$ cat config.mk
export PLATFORM = sky130hd
export DESIGN_NAME = tcw_front
export DESIGN_NICKNAME = d
export VERILOG_FILES = /design/src/sv/tcw_pkg.sv /design/src/sv/tcw_front.sv
export SDC_FILE = /design/constraint.sdc
export NUM_CORES = 1
export LEC_CHECK = 0
export BUFFER_PORTS_ARGS = -buffer_cell sky130_fd_sc_hd__buf_4
export CAP_MARGIN = 20
export CORE_MARGIN = 3
export CORE_UTILIZATION = 45
export CTS_BUF_LIST = sky130_fd_sc_hd__clkbuf_8
export DETAILED_ROUTE_END_ITERATION = 7
export PLACE_DENSITY = 0.74
export SETUP_SLACK_MARGIN = 0.5
export SLEW_MARGIN = 25
export SYNTH_ARGS = -nofsm -noshare
export SYNTH_HDL_FRONTEND = slang
export SYNTH_SLANG_ARGS = --single-unit
$ cat constraint.sdc
create_clock -name clock -period 5 [get_ports clock]
set_input_delay 0.5 -clock clock [delete_from_list [all_inputs] [get_ports clock]]
set_output_delay 0.5 -clock clock [all_outputs]
set_load 0.01 [all_outputs]
$ cat src/sv/tcw_pkg.sv
// tcw_pkg: shared types and constants for the text console character writer.
// Holds the item structs and the command classes passed from front to back.
// No dependencies.
package tcw_pkg;

   localparam int FUNC_W = 2;
   localparam int CHAR_W = 8;
   localparam int ROW_W  = 5;
   localparam int COL_W  = 7;

   localparam logic [FUNC_W-1:0] FUNC_PUT    = 2'd0;
   localparam logic [FUNC_W-1:0] FUNC_READ   = 2'd1;
   localparam logic [FUNC_W-1:0] FUNC_CLEAR  = 2'd2;
   localparam logic [FUNC_W-1:0] FUNC_UNUSED = 2'd3;

   localparam logic [CHAR_W-1:0] CHAR_BS = 8'd8;
   localparam logic [CHAR_W-1:0] CHAR_LF = 8'd10;
   localparam logic [CHAR_W-1:0] CHAR_CR = 8'd13;

   typedef struct packed {
      logic [FUNC_W-1:0] func;
      logic [CHAR_W-1:0] char_code;
      logic [ROW_W-1:0]  read_row;
      logic [COL_W-1:0]  read_col;
   } req_type;

   typedef struct packed {
      logic [ROW_W-1:0]  cursor_row;
      logic [COL_W-1:0]  cursor_col;
      logic [CHAR_W-1:0] cell_char;
   } rsp_type;

   typedef enum logic [2:0] {
      CMD_PUT,
      CMD_BACKSPACE,
      CMD_NEWLINE,
      CMD_READ,
      CMD_CLEAR,
      CMD_NOP
   } cmd_kind_type;

   typedef struct packed {
      cmd_kind_type      kind;
      logic [CHAR_W-1:0] ch;
      logic [ROW_W-1:0]  row;
      logic [COL_W-1:0]  col;
   } cmd_type;

endpackage

$ cat src/sv/tcw_front.sv
// tcw_front: accepts items, classifies them and queues them for the back end.
// Two-entry queue; busy while full.
// Depends on tcw_pkg.
module tcw_front (
   input  logic              clock,
   input  logic              reset,
   input  logic              start,
   output logic              busy,
   input  tcw_pkg::req_type  req_item,
   output logic              cmd_valid,
   output tcw_pkg::cmd_type  cmd,
   input  logic              cmd_ready
);

   tcw_pkg::cmd_type q_ff [2];
   logic       wr_ptr_ff, wr_ptr_in;
   logic       rd_ptr_ff, rd_ptr_in;
   logic [1:0] count_ff, count_in;
   tcw_pkg::cmd_type  cls;
   logic       push, pop;

   // classify
   always_comb begin
      cls.ch  = req_item.char_code;
      cls.row = req_item.read_row;
      cls.col = req_item.read_col;
      unique case (req_item.func)
         tcw_pkg::FUNC_PUT: begin
            if (req_item.char_code == tcw_pkg::CHAR_BS) begin
               cls.kind = tcw_pkg::CMD_BACKSPACE;
            end else if (req_item.char_code == tcw_pkg::CHAR_LF ||
                         req_item.char_code == tcw_pkg::CHAR_CR) begin
               cls.kind = tcw_pkg::CMD_NEWLINE;
            end else begin
               cls.kind = tcw_pkg::CMD_PUT;
            end
         end
         tcw_pkg::FUNC_READ:  cls.kind = tcw_pkg::CMD_READ;
         tcw_pkg::FUNC_CLEAR: cls.kind = tcw_pkg::CMD_CLEAR;
         default:             cls.kind = tcw_pkg::CMD_NOP;
      endcase
   end

   assign busy      = (count_ff == 2'd2);
   assign push      = start && !busy;
   assign cmd_valid = (count_ff != 2'd0);
   assign pop       = cmd_valid && cmd_ready;
   assign cmd       = q_ff[rd_ptr_ff];

   always_comb begin
      wr_ptr_in = wr_ptr_ff ^ push;
      rd_ptr_in = rd_ptr_ff ^ pop;
      count_in  = count_ff + {1'b0, push} - {1'b0, pop};
   end

   always_ff @(posedge clock) begin
      if (push) begin
         q_ff[wr_ptr_ff] <= cls;
      end
      if (reset) begin
         wr_ptr_ff <= 1'b0;
         rd_ptr_ff <= 1'b0;
         count_ff  <= 2'd0;
      end else begin
         wr_ptr_ff <= wr_ptr_in;
         rd_ptr_ff <= rd_ptr_in;
         count_ff  <= count_in;
      end
   end

endmodule

# Yosys cells after proc, flatten, opt, wreduce, memory -nomap -nowiden
# Memories as Yosys holds them, arrays and structs flattened. A register that Yosys moved wholly into a read port is not among the register bits.
# Index checks and enable logic that the tools add are counted.
[totals]
reg_bits = 4
latchBits = 0
ram_bits = 46
mem_bits_ro = 0
out_inout_bits = 25
elab_cells = 26
n_memories = 1
[memory_table]
columns = ["name", "depth", "width", "read_ports", "rd_clocked_by_memory_dff", "wr", "line", "text"]
rows = [
  ["q_ff", 2, 23, 1, 1, 1, "tcw_front.sv:15", "tcw_pkg::cmd_type q_ff [2];"],
]
[op_classes]
add_sub_neg = 2
multipliers = 0
n_div = 0
n_lt_le_gt_ge = 0
eq_ne = 6
n_shift = 0
mux = 6
bitwise = 2
n_reduce_logical = 6
[op_table]
columns = ["op", "count"]
rows = [
  ["$eq A8 B4 Y1 const B", 3],
  ["$pmux W3 S3", 1],
  ["$eq A2 B2 Y1 const B", 2],
  ["$mux W2", 2],
  ["$mux W1", 3],
  ["$add A2 B1 Y2", 1],
  ["$eq A2 B1 Y1 const B", 1],
  ["$logic_and A1 B1 Y1", 2],
  ["$logic_not A2 Y1", 1],
  ["$reduce_bool A2 Y1", 1],
  ["$sub A2 B1 Y2", 1],
  ["$xor A1 B1 Y1", 2],
  ["$logic_not A1 Y1", 1],
  ["$logic_or A1 B1 Y1", 1],
]

# Depth between registers and ports, before layout
# Gate-level depths: netlist of the first run.
[depth]
depth_word = 5
mapped_depth = 8
depth_no_buf = 8

# Worst setup path before layout of the first run
# Ideal clock, no wire load.
[synth_path]
path_kind = "input -> register"
startpoint = "input port start"
endpoint = "memory q_ff[1][0] (netlist bit), enable pin"
setup_ns = 0.382
arrival_time_ns = 1.248
required_time_ns = 4.618
slack_ns = 3.370
cell_stages = 3
n_path_buf = 0
cell_sequence = "nand2_1 -> inv_1 -> ha_1"
[synth_between]
elab_chain_len = 3
[synth_rtl]
columns = ["item", "line", "text"]
rows = [
  ["from (decl)", "tcw_front.sv:7", "input logic start,"],
  ["$logic_and A1 B1 Y1", "tcw_front.sv:45", "assign push = start && !busy;"],
  ["$mux W1", "tcw_front.sv:57", "if (push) begin"],
  ["$mux W1 (not written as such)", "tcw_front.sv:58", "q_ff[wr_ptr_ff] <= cls;"],
  ["to (decl)", "tcw_front.sv:15", ""],
]
# Every way passes these cells.

==> impl_metrics.toml, run 1 <==
[detailed_routing]
viasPerCell = 5.01
drc_errors = 0
dr.pass1.iters = 4
drtIter0Drc = 58
wl_per_cell_microns = 15.7
vias = 1047
wirelength_microns = 3280
ant_nets = 0

[floorplanning]
start_util = 0.479
num_io_pins = 51
die_area_sq_mm = 0.00518
die_x_microns = 72.0
chipHeight_microns = 72.0
core_sq_mm = 0.00409
fp-row-count = 23

[place]
port_buffers = 50
place_area_sq_mm = 0.00236
globalplace.congestion = 0.697
hpwl_microns = 2310

[clock_tree]
ctsLongestPathBuffers = 2
cts_setup_buffers = 0
cts_resized = 0
cts.sinks = 50
cts_root_buf = "clkbuf_8"
clock_latency_ns = 0.29
cts_buffers = 5
htreeDepth = 2
cts_hold_buf = 0
cts_tree = "built"
clk_pin_slew_ns = 0.08

[synthesis]
synthCells = 105
syn_avg_cell_area_sq_um = 18.6
yosysSeqAreaShare = 0.746
yosys_warnings = 0
synthesis.area_sq_mm = 0.00196
synth_cell_types = 23
synth-seq-cells = 50
syn-num-nets = 135

[worst_setup_path]
r2r_cells = 4
start_kind = "register"
path_cells = "mux2_2 > buf_4"
worst-path-max-fanout = 24
critPathSlowestCell = "dfxtp_2"
arrival_ns = 1.55
cp.required_ns = 4.50
crit_family = "flip-flops"
path_buf_inv = 1
critPathKind = "reg -> out"
worstSetupPathDepth = 2
slowest_delay_ns = 0.71
cp-end-kind = "output pin"

[global_routing]
grt_first_pass_wirelength_microns = 5260
gr-usage-all-layers = 0.136
grt_max_degree = 25
grt_pass1_vias = 1097
antenna_found_initial = 0
grt-ovfl-total = 0

[final_layout]
drive_gt1_frac = 0.541
nets = 188
layout_commonest_cell = "buf_4"
mostFrequentLayoutCells = "buf_4, edfxtp_1, mux2_2, inv_1, clkbuf_8"
syn_to_final_growth_pct = 26.7
fillers = 320
design_area_sq_mm = 0.00248
num_antenna_cells = 0
fin_util = 0.607

[sta]
fmax_mhz = 487
tightest_slew_ns = 0.582
finalCritPeriodShare = 0.411
clock_skew_ns = 0.00512
max-slew-margin-rel = 0.612
rsz0062_at_grt = "false"
hold_viol_final = 0
period_needed_ns = 2.05
setup_viol = 0
tns_ns = 0
slew_violations = 0

[power]
cellPowerDensity_mw_per_mm2 = 499
leakage_nw = 0.954
irDropWorstVdd_mv = 0.292

[run]
cap_violations = 0

[run_status]
status = "finished clean"

[min_path]
hold_path_depth = 2
hp-class = "in -> reg"
-- worst paths after layout --
| check | from | endpoint | slack, ns |
|---|---|---|---|
| max | rd_ptr_ff$_SDFF_PP0_ | cmd[10] | 2.95 |
| min | reset | rd_ptr_ff$_SDFF_PP0_ | 0.38 |
| min reg2reg | count_ff[1]$_SDFF_PP0_ | count_ff[1]$_SDFF_PP0_ | 0.55 |
| max reg2reg | count_ff[0]$_SDFF_PP0_ | q_ff[1][22]$_DFFE_PP_ | 3.38 |
-- metrics by stage --
stage	total power, mW	setup slack (ns)	std cells	hold slack [ns]
2_1_floorplan	0.817	3.37	105	0.501
3_3_place_gp	0.958	2.92	201	0.512
3_5_place_dp	0.978	2.88	201	0.539
4_1_cts	1.26	2.54	209	0.373
5_1_grt	1.31	2.86	209	0.367
6_report	1.24	2.95	209	0.382
-- logic make-up (layout without fill, tap and decap cells) --
kind of cell / after synthesis / in the layout / synth area share
DFF: 50 / 50 / 0.746
and+or+nand+nor: 13 / 13 / 0.0403
buffers and inverters: 9 / 63 / 0.0288
adders and majority gates: 4 / 4 / 0.0256
xor gates and xnor gates: 2 / 2 / 0.00895
AOI/OAI and AO/OA: 4 / 4 / 0.0179
muxes: 23 / 23 / 0.132
-- final cells by class --
class,count,area [sq um],area share
Timing Repair Buffer,50,375,0.151
Tap cell,50,62.6,0.0252
Clock buffer,6,82.6,0.0333
Inverter,5,18.8,0.00756
Clock inverter,2,33.8,0.0136
Multi-Input combinational cell,46,445,0.180
Sequential cell,50,1460,0.590
-- per-layer routing --
metal	up-vias	track usage	part of all wire
met4	0	0.0564	0.0040
met5	-	0	0
met1	506	0.151	0.38
met2	38	0.239	0.54
met3	3	0.0471	0.077
li1	500	-	-
-- registers in the layout, indices dropped and copies added (netlist names) --
name	cells
count_ff	2
wr_ptr_ff	1
rd_ptr_ff	1
q_ff	46
-- power by group --
| group | internal [mW] | switching, mW | total, mW |
|---|---|---|---|
| clock | 0.161 | 0.119 | 0.280 |
| sequential | 0.547 | 0.0498 | 0.597 |
| combinational | 0.206 | 0.156 | 0.362 |
-- worst reg2reg max path: cells and delay by family, from the launching register on --
family,cells,cell delay (ns)
and+or+nand+nor,2,0.22
adders and majority gates,1,0.56
DFF,1,0.39
buffers and inverters,1,0.08
-- cells in the mapped netlist --
master    instances  area share
a21oi_1           1      0.0026
and2_1            1      0.0032
buf_6             3       0.017
clkbuf_1          1      0.0019
dfxtp_1           4       0.041
edfxtp_1         46        0.71
ha_1              4       0.026
inv_1             5      0.0096
mux2_2           23        0.13
nand2_1           1      0.0019
nand2b_1          1      0.0032
nand3b_1          1      0.0038
nor2_1            3      0.0058
nor2b_1           2      0.0064
nor3_1            1      0.0026
nor3b_1           1      0.0038
nor4_2            1      0.0064
o21a_1            1      0.0038
o22ai_1           1      0.0032
o41ai_2           1      0.0083
or2_2             1      0.0032
xnor2_1           1      0.0045
xor2_1            1      0.0045
Power figures use the tool's default switching activity.
==> run 2: changes to the inputs <==
--- a/config.mk
+++ b/config.mk
@@ -11,7 +11,7 @@
 export CORE_UTILIZATION = 45
 export CTS_BUF_LIST = sky130_fd_sc_hd__clkbuf_8
 export DETAILED_ROUTE_END_ITERATION = 7
-export PLACE_DENSITY = 0.74
+export PLACE_DENSITY = 0.76
 export SETUP_SLACK_MARGIN = 0.5
 export SLEW_MARGIN = 25
 export SYNTH_ARGS = -nofsm -noshare
==> constraint.sdc (replaced) <==
create_clock -name clock -period 1.8 [get_ports clock]
set_input_delay 0.18 -clock clock [delete_from_list [all_inputs] [get_ports clock]]
set_output_delay 0.18 -clock clock [all_outputs]
set_load 0.01 [all_outputs]
==> run 2 against run 1 <==
Count of clock-buffer cells in the layout decreased by 1. Clock power grew to 2.6 times the previous value. Core utilization up 10 points. Routed wire length up 19%. Die area stayed put. Register-to-register slack worse by 3.1 ns. Final cell count grew 6.7%. Combinational power increased to 5.1 times the previous value. Largest cell class unchanged.
==> impl_metrics.toml, run 2 (synthesized netlist as in run 1, its figures left out) <==
[detailed_routing]
wirelength_microns = 3910
ant_nets = 0
viasPerCell = 5.10
drtIter0Drc = 75
drc_errors = 0
wl_per_cell_microns = 17.5
dr.pass1.iters = 4
vias = 1137

[power]
finalPower_mw = 4.19
irDropWorstVdd_mv = 0.822
cellPowerDensity_mw_per_mm2 = 1440
leakage_nw = 1.16

[place]
place_area_sq_mm = 0.00241
port_buffers = 50
globalplace.congestion = 0.711
hpwl_microns = 2330

[floorplanning]
core_sq_mm = 0.00409
die_x_microns = 72.0
start_util = 0.479
die_area_sq_mm = 0.00518
num_io_pins = 51
fp-row-count = 23
chipHeight_microns = 72.0

[sta]
slew_violations = 0
max-slew-margin-rel = 0.791
tightest_slew_ns = 0.310
clock_skew_ns = 0.00491
rsz0062_at_grt = "true"
tns_ns = 0
fmax_mhz = 646
period_needed_ns = 1.55
hold_viol_final = 0
finalCritPeriodShare = 0.860
setup_viol = 0

[final_layout]
largestRegisters = "q_ff (46), count_ff (2)"
design_area_sq_mm = 0.00290
layout_commonest_cell = "edfxtp_1"
mostFrequentLayoutCells = "edfxtp_1, buf_4, buf_6, mux2_4, clkbuf_8"
largest_reg_flops = 46
largest_register = "q_ff"
nets = 203
syn_to_final_growth_pct = 48.1
drive_gt1_frac = 0.624
num_antenna_cells = 0

[run]
cap_violations = 0

[global_routing]
grt_first_pass_wirelength_microns = 6180
grt_pass1_vias = 1317
grt_max_degree = 15
grt-ovfl-total = 0
antenna_found_initial = 0
gr-usage-all-layers = 0.161

[clock_tree]
htreeDepth = 2
cts.sinks = 50
cts_tree = "built"
ctsLongestPathBuffers = 2
clk_pin_slew_ns = 0.08
clock_latency_ns = 0.30
cts_root_buf = "clkbuf_8"
cts_buffers = 5

[min_path]
hp-class = "in -> reg"

[worst_setup_path]
cp.required_ns = 1.62
start_kind = "register"
critPathKind = "reg -> out"
worst-path-max-fanout = 6
cp-end-kind = "output pin"
arrival_ns = 1.37

[run_status]
status = "finished clean"
## run 2: cell types whose count changed in the layout (fill, tap and decap cells not counted), sizes merged
cell    delta
clkinv     +1
clkbuf     -1
buf       +15
inv        -1
## run 2: final cells by class
type	count	area, sq um
Inverter	5	18.8
Clock buffer	5	68.8
Timing Repair Buffer	65	656
Fill cell	274	1190
Sequential cell	50	1470
Tap cell	50	62.6
Clock inverter	2	33.8
Multi-Input combinational cell	46	587
## run 2: routing by layer
layer  up-vias  track usage  part of all wire
li1        532            -                 -
met1       561        0.169              0.37
met2        38        0.300              0.56
met3         6       0.0471             0.057
met4         0       0.0626             0.016
met5         -            0                 0
## run 2: final timing paths
path                          start                     end  slack [ns]  cells after the start
max            rd_ptr_ff$_SDFF_PP0_                  cmd[3]        0.25                      4
min                     req_item[9]    q_ff[0][9]$_DFFE_PP_        0.06                      1
max reg2reg  count_ff[0]$_SDFF_PP0_  count_ff[1]$_SDFF_PP0_        0.27                      7
min reg2reg  count_ff[1]$_SDFF_PP0_  count_ff[1]$_SDFF_PP0_        0.58                      2
## run 2: repair_timing
item / CTS / global route
setup endpoints to repair: 71 / 72
pin swaps: 2 / 0
hold buffers: 0 / 0
gates cloned: 2 / 0
endpoints found under the hold margin: 0 / 0
setup buffers: 11 / 0
gates resized for setup: 50 / 16
## run 2: metrics by stage
stage | utilization | hold WS, ns | worst slack (ns) | instances
floorplan | - | 0.244 | 0.359 | 105
global placement | 0.590 | 0.362 | 0.342 | 203
detailed placement | 0.590 | 0.368 | 0.222 | 203
CTS | 0.694 | 0.0593 | 0.233 | 223
global route | 0.709 | 0.0488 | 0.207 | 223
finish | 0.709 | 0.0629 | 0.251 | 223
## run 2: worst max-delay path: stages, from the launching register on
cell	delay, ns
dfxtp_4	0.37
buf_12	0.13
buf_12	0.13
mux2_4	0.30
buf_4	0.15
## run 2: report_power, final
part	internal [mW]	total, mW	switching [mW]
Clock	0.402	0.735	0.333
Sequential	1.53	1.62	0.0880
Combinational	1.12	1.83	0.706
Total	3.06	4.19	1.13
==> run 3: changes to the inputs <==
==> constraint.sdc (replaced) <==
create_clock -name clock -period 1.8 [get_ports clock]
set_input_delay 0.09 -clock clock [delete_from_list [all_inputs] [get_ports clock]]
set_output_delay 0.09 -clock clock [all_outputs]
set_load 0.01 [all_outputs]
==> run 3 against run 2 <==
Total power decreased by 1.2%. Via count increased by 7.3%. Routed wire length increased by 8.8%. Setup slack improved by 0.028 ns. Worst hold slack got worse by 0.045 ns. Register-to-register slack about the same. Largest cell class unchanged.
==> impl_metrics.toml, run 3 (synthesized netlist as in run 1, its figures left out) <==
[sta]
max-slew-margin-rel = 0.767
hold_viol_final = 0
setup_viol = 0
tns_ns = 0
finalCritPeriodShare = 0.845
worst_slack_ns = 0.279
clock_skew_ns = 0.00385
slew_violations = 0
fmax_mhz = 658
period_needed_ns = 1.52
tightest_slew_ns = 0.345
rsz0062_at_grt = "true"

[global_routing]
grt_pass1_vias = 1281
grt_max_degree = 15
gr-usage-all-layers = 0.168
antenna_found_initial = 0
grt-ovfl-total = 0
grt_first_pass_wirelength_microns = 6300

[place]
port_buffers = 50
dp.cells = 203
post-place-ws_ns = 0.217
globalplace.congestion = 0.705
place_area_sq_mm = 0.00241
hpwl_microns = 2430

[worst_setup_path]
worst-path-max-fanout = 3
reg2reg_from = "count_ff[1]$_SDFF_PP0_"
startpoint = "count_ff[1]$_SDFF_PP0_"
cp-end-kind = "register"
critPathKind = "reg -> reg"
start_kind = "register"
cp.required_ns = 2.01
r2r_end = "count_ff[1]$_SDFF_PP0_"
arrival_ns = 1.74
r2r_cells = 7
r2r_slack_ns = 0.28

[floorplanning]
die_x_microns = 72.0
start_util = 0.479
num_io_pins = 51
die_area_sq_mm = 0.00518
fp-row-count = 23
core_sq_mm = 0.00409
chipHeight_microns = 72.0

[clock_tree]
ctsLongestPathBuffers = 2
clock_latency_ns = 0.29
htreeDepth = 2
cts_buffers = 5
clk_pin_slew_ns = 0.08
cts_root_buf = "clkbuf_8"
cts_tree = "built"
cts.sinks = 50

[detailed_routing]
wl_met2_microns = 2430
viasPerCell = 5.02
wl_per_cell_microns = 17.5
top_layer = "met4"
vias = 1220
dr.pass1.iters = 4
drc_errors = 0
wirelength_microns = 4250
drtIter0Drc = 78
ant_nets = 0
routed-wl-met3_microns = 215
routedLengthMet1_microns = 1540

[final_layout]
syn_to_final_growth_pct = 59.2
largest_reg_flops = 46
largest_register = "q_ff"
fillers = 248
layout_commonest_cell = "edfxtp_1"
num_antenna_cells = 0
fin_cells = 243
nets = 222
design_area_sq_mm = 0.00312
mostFrequentLayoutCells = "edfxtp_1, buf_4, buf_6, mux2_4, dlygate4sd3_1"
largestRegisters = "q_ff (46), count_ff (2)"
drive_gt1_frac = 0.565

[min_path]
hp-class = "in -> reg"
hold_end = "q_ff[1][13]$_DFFE_PP_"
hold_path_depth = 1
min-delay-start = "req_item[13]"

[power]
leakage_nw = 1.25
finalPower_mw = 4.14
irDropWorstVdd_mv = 0.782
cellPowerDensity_mw_per_mm2 = 1330

[run_status]
status = "finished clean"

[run]
cap_violations = 0
## run 3: cell types whose count changed in the layout (fill, tap and decap cells not counted), moves of 2 or more
| cell | previous run | this run |
|---|---|---|
| buf_8 | 1 | 3 |
| buf_6 | 24 | 26 |
| buf_4 | 35 | 30 |
| dlygate4sd3_1 | 0 | 18 |
## run 3: metal layers
layer / vias up / global-route usage
met5: - / 0
met4: 0 / 0.0689
met3: 6 / 0.0499
met2: 37 / 0.311
met1: 609 / 0.177
li1: 568 / -
## run 3: worst max path at each step
| stage | endpoint | slack, ns | depth (start not counted) |
|---|---|---|---|
| finish | count_ff[1]$_SDFF_PP0_ | 0.28 | 7 |
| global route | count_ff[1]$_SDFF_PP0_ | 0.19 | 8 |
| CTS | count_ff[1]$_SDFF_PP0_ | 0.25 | 7 |
| detailed placement | count_ff[1]$_SDFF_PP0_ | 0.22 | 7 |
| global placement | count_ff[1]$_SDFF_PP0_ | 0.34 | 7 |
| floorplan | count_ff[1]$_SDFF_PP0_ | 0.36 | 7 |
## run 3: timing repair
action | CTS | global route
cloned | 2 | 0
pin swaps | 2 | 3
resized for setup | 32 | 45
hold buffers | 18 | 1
setup endpoints to repair | 71 | 72
hold endpoints to repair | 38 | 2
buffers inserted | 9 | 2
## run 3: cell type report
| type | count | area [sq um] | area share |
|---|---|---|---|
| Timing Repair Buffer | 84 | 883 | 0.283 |
| Inverter | 5 | 18.8 | 0.00602 |
| Sequential cell | 50 | 1470 | 0.472 |
| Clock buffer | 5 | 68.8 | 0.0221 |
| Multi-Input combinational cell | 46 | 601 | 0.193 |
| Tap cell | 50 | 62.6 | 0.0201 |
| Clock inverter | 3 | 12.5 | 0.00401 |
## run 3: worst max-delay path: stages, from the launching register on
cell and delay [ns]:
dfxtp_4 0.36, o21a_1 0.21, ha_4 0.27, inv_2 0.04
ha_4 0.14, xor2_1 0.14, and2_1 0.16, nor3_1 0.12
## run 3: per-stage QoR
step            util  hold slack (ns)
2_1_floorplan      -            0.154
3_3_place_gp   0.590            0.275
4_1_cts        0.713          0.00215
6_report       0.763           0.0176
5_1_grt        0.763          0.00244
3_5_place_dp   0.590            0.278
## run 3: where the power goes
group	internal, mW	leakage, nW	total, mW	switching, mW
Combinational	1.20	0.742	1.93	0.730
Clock	0.262	0.0468	0.597	0.335
Sequential	1.53	0.465	1.61	0.0824
